### config.mk
export PLATFORM = sky130hd
export DESIGN_NAME = gas_front
export DESIGN_NICKNAME = d
export VERILOG_FILES = /design/src/gas_pkg.sv /design/src/gas_front.sv
export SDC_FILE = /design/constraint.sdc
export NUM_CORES = 1
export LEC_CHECK = 0
export ABC_AREA = 1
export CAP_MARGIN = 10
export CORE_ASPECT_RATIO = 0.7
export CORE_MARGIN = 10
export CORE_UTILIZATION = 40
export DETAILED_ROUTE_END_ITERATION = 8
export DONT_BUFFER_PORTS = 1
export PLACE_DENSITY_LB_ADDON = 0.2
export SLEW_MARGIN = 40
export SYNTH_ARGS = -nofsm -noshare
export SYNTH_HDL_FRONTEND = slang
export SYNTH_SLANG_ARGS = --single-unit
### constraint.sdc
create_clock -name i_clk -period 3.1 [get_ports i_clk]
set_clock_uncertainty 0.05 [all_clocks]
set_input_delay 0.465 -clock i_clk [delete_from_list [all_inputs] [get_ports i_clk]]
set_output_delay 0.465 -clock i_clk [all_outputs]
set_load 0.1 [all_outputs]
### src/gas_pkg.sv
// ----------------------------------------------------------------------------
// Grid A* path search - shared package
// Widths, codes, request records and small helper functions used by the
// front end, the search engine and the top level.
// ----------------------------------------------------------------------------
package gas_pkg;

    localparam int MAX_GRID_X = 64;
    localparam int MAX_GRID_Y = 64;
    localparam int CELLS      = MAX_GRID_X * MAX_GRID_Y;
    localparam int CELL_W     = $clog2(CELLS);
    localparam int CNT_W      = CELL_W + 1;
    localparam int XY_W       = 6;
    localparam int SZ_W       = 7;
    localparam int COST_W     = 32;
    localparam int SEQ_W      = 16;
    localparam int LIM_W      = 13;
    localparam int CFG_DW     = 13;
    localparam int CFG_IW     = 2;

    localparam logic [COST_W-1:0] STEP_STRAIGHT = 32'd65536;
    localparam logic [COST_W-1:0] STEP_DIAG     = 32'd92682;
    localparam logic [23:0]       TIE_Q16       = 24'd65543;

    // node status codes as held in the status memory
    localparam logic [1:0] NS_FREE   = 2'd0;
    localparam logic [1:0] NS_OPEN   = 2'd1;
    localparam logic [1:0] NS_CLOSED = 2'd2;

    // configuration register indexes
    localparam logic [CFG_IW-1:0] CFG_GRID_WIDTH  = 2'd0;
    localparam logic [CFG_IW-1:0] CFG_GRID_HEIGHT = 2'd1;
    localparam logic [CFG_IW-1:0] CFG_ALLOW_DIAG  = 2'd2;
    localparam logic [CFG_IW-1:0] CFG_EXP_LIMIT   = 2'd3;

    typedef enum logic [1:0] {
        OP_SET    = 2'd0,
        OP_CLEAR  = 2'd1,
        OP_SEARCH = 2'd2,
        OP_READ   = 2'd3
    } t_op;

    typedef enum logic [2:0] {
        ST_DONE   = 3'd0,
        ST_FOUND  = 3'd1,
        ST_NOPATH = 3'd2,
        ST_LIMIT  = 3'd3,
        ST_RANGE  = 3'd4
    } t_status;

    typedef struct packed {
        logic [SZ_W-1:0]  w;
        logic [SZ_W-1:0]  h;
        logic             diag;
        logic [LIM_W-1:0] limit;
    } t_cfg;

    typedef struct packed {
        t_op               op;
        logic [XY_W-1:0]   x;
        logic [XY_W-1:0]   y;
        logic [XY_W-1:0]   gx;
        logic [XY_W-1:0]   gy;
        logic [CELL_W-1:0] idx;
        logic              in_grid;
    } t_cmd;

    typedef struct packed {
        logic take;
        logic init_done;
    } t_eng_stat;

    typedef struct packed {
        t_status           status;
        logic [CNT_W-1:0]  len;
        logic [COST_W-1:0] cost;
        logic [XY_W-1:0]   x;
        logic [XY_W-1:0]   y;
    } t_result;

    // open list entry: key, insertion number and cell coordinates
    typedef struct packed {
        logic [COST_W-1:0] f;
        logic [SEQ_W-1:0]  seq;
        logic [XY_W-1:0]   x;
        logic [XY_W-1:0]   y;
    } t_qent;

    function automatic logic [CELL_W-1:0] cell_of(input logic [XY_W-1:0] x,
                                                  input logic [XY_W-1:0] y,
                                                  input logic [SZ_W-1:0] h);
        logic [CNT_W:0] p;
        p = (CNT_W+1)'(x) * (CNT_W+1)'(h) + (CNT_W+1)'(y);
        return p[CELL_W-1:0];
    endfunction

    function automatic logic [XY_W-1:0] absdiff(input logic [XY_W-1:0] a,
                                                input logic [XY_W-1:0] b);
        return (a > b) ? (a - b) : (b - a);
    endfunction

    function automatic logic [COST_W-1:0] heur(input logic [XY_W-1:0] x,
                                               input logic [XY_W-1:0] y,
                                               input logic [XY_W-1:0] gx,
                                               input logic [XY_W-1:0] gy);
        logic [23:0] s;
        s = 24'(absdiff(x, gx)) + 24'(absdiff(y, gy));
        return COST_W'(s * TIE_Q16);
    endfunction

    // neighbour move index k = 3*di + dj, di and dj in 0..2
    function automatic logic [1:0] nb_di(input logic [3:0] k);
        case (k)
            4'd0, 4'd1, 4'd2: return 2'd0;
            4'd3, 4'd4, 4'd5: return 2'd1;
            default:          return 2'd2;
        endcase
    endfunction

    function automatic logic [1:0] nb_dj(input logic [3:0] k);
        case (k)
            4'd0, 4'd3, 4'd6: return 2'd0;
            4'd1, 4'd4, 4'd7: return 2'd1;
            default:          return 2'd2;
        endcase
    endfunction

    // stored parent direction (centre move removed) back to di / dj
    function automatic logic [1:0] dir_di(input logic [2:0] d);
        case (d)
            3'd0, 3'd1, 3'd2: return 2'd0;
            3'd3, 3'd4:       return 2'd1;
            default:          return 2'd2;
        endcase
    endfunction

    function automatic logic [1:0] dir_dj(input logic [2:0] d);
        case (d)
            3'd0, 3'd3, 3'd5: return 2'd0;
            3'd1, 3'd6:       return 2'd1;
            default:          return 2'd2;
        endcase
    endfunction

endpackage

### src/gas_front.sv
// ----------------------------------------------------------------------------
// Grid A* path search - request front end
// Accepts requests, decodes and clamps them, and holds them in a two-entry
// queue until the search engine takes them.
// ----------------------------------------------------------------------------
module gas_front import gas_pkg::*; (
    input  logic            i_clk,
    input  logic            i_rst_n,
    input  logic            i_start,
    input  logic [1:0]      i_req_type,
    input  logic [XY_W-1:0] i_cell_x,
    input  logic [XY_W-1:0] i_cell_y,
    input  logic [XY_W-1:0] i_goal_x,
    input  logic [XY_W-1:0] i_goal_y,
    input  logic [11:0]     i_path_index,
    input  t_cfg            i_cfg,
    input  t_eng_stat       i_eng,
    output logic            o_busy,
    output logic            o_cmd_valid,
    output t_cmd            o_cmd
);

    t_cmd       r_fifo [2];
    logic       r_wp;
    logic       r_rp;
    logic [1:0] r_cnt;
    logic       push;
    logic       pop;
    t_cmd       dec;
    logic [SZ_W-1:0] wm1;
    logic [SZ_W-1:0] hm1;

    assign wm1 = i_cfg.w - SZ_W'(1);
    assign hm1 = i_cfg.h - SZ_W'(1);

    always_comb begin
        dec.op      = t_op'(i_req_type);
        dec.idx     = i_path_index;
        dec.in_grid = (SZ_W'(i_cell_x) < i_cfg.w) && (SZ_W'(i_cell_y) < i_cfg.h);
        if (dec.op == OP_SEARCH) begin
            dec.x = (SZ_W'(i_cell_x) > wm1) ? wm1[XY_W-1:0] : i_cell_x;
            dec.y = (SZ_W'(i_cell_y) > hm1) ? hm1[XY_W-1:0] : i_cell_y;
        end else begin
            dec.x = i_cell_x;
            dec.y = i_cell_y;
        end
        dec.gx = (SZ_W'(i_goal_x) > wm1) ? wm1[XY_W-1:0] : i_goal_x;
        dec.gy = (SZ_W'(i_goal_y) > hm1) ? hm1[XY_W-1:0] : i_goal_y;
    end

    assign o_busy      = (r_cnt == 2'd2) || !i_eng.init_done;
    assign push        = i_start && !o_busy;
    assign pop         = i_eng.take;
    assign o_cmd_valid = (r_cnt != 2'd0);
    assign o_cmd       = r_fifo[r_rp];

    always_ff @(posedge i_clk) begin
        if (!i_rst_n) begin
            r_wp  <= 1'b0;
            r_rp  <= 1'b0;
            r_cnt <= 2'd0;
        end else begin
            if (push) begin
                r_wp <= ~r_wp;
            end
            if (pop) begin
                r_rp <= ~r_rp;
            end
            r_cnt <= r_cnt + 2'(push) - 2'(pop);
        end
    end

    always_ff @(posedge i_clk) begin
        if (push) begin
            r_fifo[r_wp] <= dec;
        end
    end

endmodule

# Word level (Yosys, flattened, before mapping)
# Memories as Yosys holds them, arrays and structs flattened. A register that Yosys moved wholly into a read port is not among the register bits.
# Index checks and enable logic that the tools add are counted.
dict set report word_totals {
  register_bits 4
  input_bits 71
  memories 1
  ramBits 78
  output_inout_bits 41
  word_cells 33
}
dict set report op_classes {
  n_bitwise 2
  reduce_logical 6
  eq_ne 2
  add_sub_neg 4
  n_lt_le_gt_ge 6
  n_mux 9
}
# name depth word_bits read_ports rd_clocked_by_memory_dff write_ports line_no
set mem_list {}
lappend mem_list {r_fifo 2 39 1 1 1 gas_front.sv:23} ;# t_cmd r_fifo [2];
# op n
set ops {}
lappend ops {{$gt 6x7->1} 4}
lappend ops {{$mux 6} 4}
lappend ops {{$lt 6x7->1} 2}
lappend ops {{$sub 7x1->7 const B} 2}
lappend ops {{$mux 12} 1}
lappend ops {{$eq 2x2->1 const B} 2}
lappend ops {{$mux 1} 4}
lappend ops {{$add 2x1->2} 1}
lappend ops {{$logic_and 1x1->1} 2}
lappend ops {{$logic_not 1->1} 2}
lappend ops {{$not 1->1} 2}
lappend ops {{$reduce_bool 2->1} 1}
lappend ops {{$sub 2x1->2} 1}
lappend ops {{$logic_or 1x1->1} 1}

# Depth between registers and ports, before layout
dict set report logic_depth {
  depth_word 6
  depth_mapped 14
  depth_no_buf 14
}

# Least setup slack after synthesis
# Ideal clock, no wire load.
dict set report synth_path {
  path_kind {input to register}
  startpoint {input port i_start}
  endpoint {memory r_fifo[0][0] (netlist bit) (enable)}
  n_path_buf 0
  path_slack_ps 342
  t_required_ps 2615
  arrival_time_ps 2272
  path_stages 2
  setup_time_ps 435
  cell_sequence {nand3_1 > nor2_1}
}
dict set report synth_via {
  elab_chain_cells 3
}
# item line_no
set synth_rtl {}
lappend synth_rtl {{from (decl)} gas_front.sv:9} ;# input logic i_start,
lappend synth_rtl {{$logic_and 1x1->1} gas_front.sv:52} ;# assign push = i_start && !o_busy;
lappend synth_rtl {{$mux 1} gas_front.sv:74} ;# if (push) begin
lappend synth_rtl {{$mux 1 (not written as such)} gas_front.sv:75} ;# r_fifo[r_wp] <= dec;
lappend synth_rtl {{to (decl)} gas_front.sv:23}
# No other way between the ends.

==> metrics.md <==
| Metric | Value |
|---|---|
| Synth Area in Compound Gates | 2.409% |
| Ys async rst share | 0% |
| H-tree level count | 3 |
| Final ANT Viol Nets | 0 |
| Max-cap violations | 0 |
| Worst setup SP type | flop |
| Crit-path cells | buf_12 > mux2_2 |
| Core area | 0.01101 mm2 |
| Vias per inst | 4.941 |
| PnR worst setup slack | 0.7579 ns |
| Antenna diodes | 0 |
| Worst rel slew slack | 62.28% |
| Slowest cell on crit path | dfxtp_2 |
| Critical Path Fanout Max | 21 |
| Fin util | 45.90% |
| Worst EP arrival | 1.83 ns |
| Post-cts sizing count | 0 |
| Worst hold path class | input pin to flop |
| Synth Area in Simple Gates | 18.97% |
| Setup CP Type | flop to primary output |
| Mapped cell area | 0.004518 mm2 |
| Final Total Pwr | 0.003180 W |
| Distinct cells, synth | 27 |
| Total GRT Usage | 12.34% |
| Number of flops mapped to enable cells by yosys | 78 |
| Vias in the first global route | 2789 |
| Starting Density | 41.03% |
| CTS tree | built |
| Status | finished, final reports clean |
| CTS max path bufs | 2 |
| Placer Congestion | 0.8394 |
| Leak Pwr | 2.103 nW |
| Worst R2R Path Depth | 5 |
| First-pass GRT wire length | 15480 um |
| Worst-path clk slew | 0.06 ns |
| Final period utilization | 75.55% |
| Pre-CTS setup slack | 0.5413 ns |
| Mux share of post-synthesis cell area | 9.720% |
| Sequential element share of the synthesized area | 54.06% |
| Syn. warnings | 0 |
| Die width | 147.0 um |
| Worst-Margin Slew | 0.5683 ns |
| Final Hold Viols | 0 |
| Num ports | 112 |
| Hold buffer count at cts | 0 |
| WP data required | 2.58 ns |
| Share of cells above drive strength 1 | 19.67% |
| Die height | 108.9 um |
| Port bufs | 0 |
| DP Wirelength | 7606 um |
| Post-CTS Repair Setup Buffers | 0 |
| Initial antenna violation count | 0 |
| Finish-stage setup viols | 0 |
| Iteration-0 DRC count of the detailed router | 112 |
| Setup crit end | o_cmd[16] |
| Die footprint | 0.01601 mm2 |
| Routed length per instance | 16.94 um |
| Mapped Cells | 412 |
| Reg2reg start | r_cnt[0]$_SDFF_PN0_ |
| Nets | 525 |
| Synthesized net count | 515 |
| WL final | 9824 um |
| Main synth FF type | edfxtp_1 |
| Fmax achieved | 427.0 MHz |
| RSZ-0062 raised after global routing | false |
| Synth Area per Inst | 10.97 um2 |
| Largest family of logic cells by synthesized area | simple AND/OR/NAND/NOR gates |
| Synth Area in Adders | 8.862% |
| Clock Latency Late Sink | 0.32 ns |
| DRC errors left | 0 |
| Row count | 32 |
| Setup TNS | 0 ns |
| Pwr dens | 629.3 mW/mm2 |
| Max VDD drop | 0.2761 mV |
| Pin count of the biggest net entering global routing | 40 |
| Vias | 2866 |
| Max-slew violation count | 0 |
| Reg-to-reg critical path endpoint | r_fifo[0][1]$_DFFE_PP_ |
| Root buffer cell | clkbuf_16 |
| Clock buffer count from CTS | 9 |
| Min cycle time layout | 2.342 ns |
| CTS sink count | 83 |
| R2r setup slk | 1.29 ns |
| TritonRoute pass-1 iters | 4 |
| Grt ovf | 0 |
| Layout Area Growth over Synthesis | 11.85% |
| Seq cells post-synth | 83 |
| CP peak stage delay | 0.66 ns |
| Xor/xnor share of the synthesized area | 0.9693% |
| Crit end category | primary output |
[metrics by stage]
stage	hold slack, ns	instances	cell area [um2]
after global placement	0.4221	564	4741
after floorplan	0.4090	412	4518
after detailed placement	0.4382	564	4743
after global routing	0.1610	580	5054
final	0.1841	580	5054
after CTS	0.1720	580	5054
[worst min path at each step]
stage                     depth (start not counted)                     end         startpoint
after floorplan                                   2       r_wp$_SDFFE_PN0P_  r_wp$_SDFFE_PN0P_
after CTS                                         0  r_fifo[1][8]$_DFFE_PP_    i_path_index[7]
after global placement                            2       r_rp$_SDFFE_PN0P_  r_rp$_SDFFE_PN0P_
after detailed placement                          2       r_rp$_SDFFE_PN0P_  r_rp$_SDFFE_PN0P_
final                                             0  r_fifo[1][7]$_DFFE_PP_    i_path_index[6]
after global routing                              0  r_fifo[0][2]$_DFFE_PP_    i_path_index[1]
[power breakdown]
part	total (W)	internal, W	switching (W)
registers	0.00133	0.00130	0.0000228
logic	0.000768	0.000154	0.000614
clock network	0.00109	0.000702	0.000385
[Yosys cell counts, types with 4 or more instances]
library cell | n | share of area, %
buf_2 | 4 | 0.44
o21ai_0 | 4 | 0.44
nand4_1 | 6 | 0.83
inv_1 | 53 | 4.4
nand3_1 | 43 | 4.8
nor2_1 | 12 | 1.0
mux2_2 | 39 | 9.7
ha_1 | 32 | 8.9
a21oi_1 | 12 | 1.3
nand2_2 | 5 | 0.69
edfxtp_1 | 78 | 52
dfxtp_1 | 5 | 2.2
nor2_2 | 5 | 0.69
nand2_4 | 4 | 1.0
nand2_1 | 89 | 7.4
[logic make-up after synthesis]
kind of cell / Yosys count
buf+inv: 59
compound gates: 20
xor+xnor: 5
flops: 83
fa+ha+maj: 32
simple gates: 174
mux: 39
[area by class of cell]
| cell class | instances | area (um2) |
|---|---|---|
| Inverter | 55 | 206.4 |
| Fill cell | 1049 | 5957 |
| Sequential cell | 83 | 2444 |
| Timing Repair Buffer | 3 | 35.03 |
| Clock inverter | 5 | 77.57 |
| Tap cell | 153 | 191.4 |
| Multi-Input combinational cell | 270 | 1867 |
| Clock buffer | 11 | 232.7 |
[routing by layer]
| metal | wire (um) | track usage, % | part of all wire (%) |
|---|---|---|---|
| met1 | 4557 | 15.80 | 46 |
| met2 | 4078 | 17.60 | 42 |
| met3 | 1109 | 6.829 | 11 |
| met4 | 78 | 3.526 | 0.79 |
| met5 | 0 | 0 | 0 |
[critical path: cells and delay by family (launching register included)]
| kind | cells | cell delay [ns] |
|---|---|---|
| buf+inv | 1 | 0.24 |
| mux | 1 | 0.57 |
| flops | 1 | 0.66 |
[layout by cell type, fill, tap and decap left out, types with 4 or more instances in the layout]
master and instances:
mux2_2 39, inv_1 53, nand2_1 88, dfxtp_1 4
nor2_2 5, a21oi_1 12, clkbuf_16 9, nand2_4 4
nor2_4 5, nor2_1 10, nand4_1 6, nand2_2 6
nand3_1 43, edfxtp_1 78, ha_1 32, o21ai_0 4
[sequential cells by signal, indices dropped and copies added, names as in the netlist, named ones only]
register  flops
r_rp          1
r_cnt         2
r_wp          1
r_fifo       78
No activity file was read; power rests on OpenSTA's default activity.
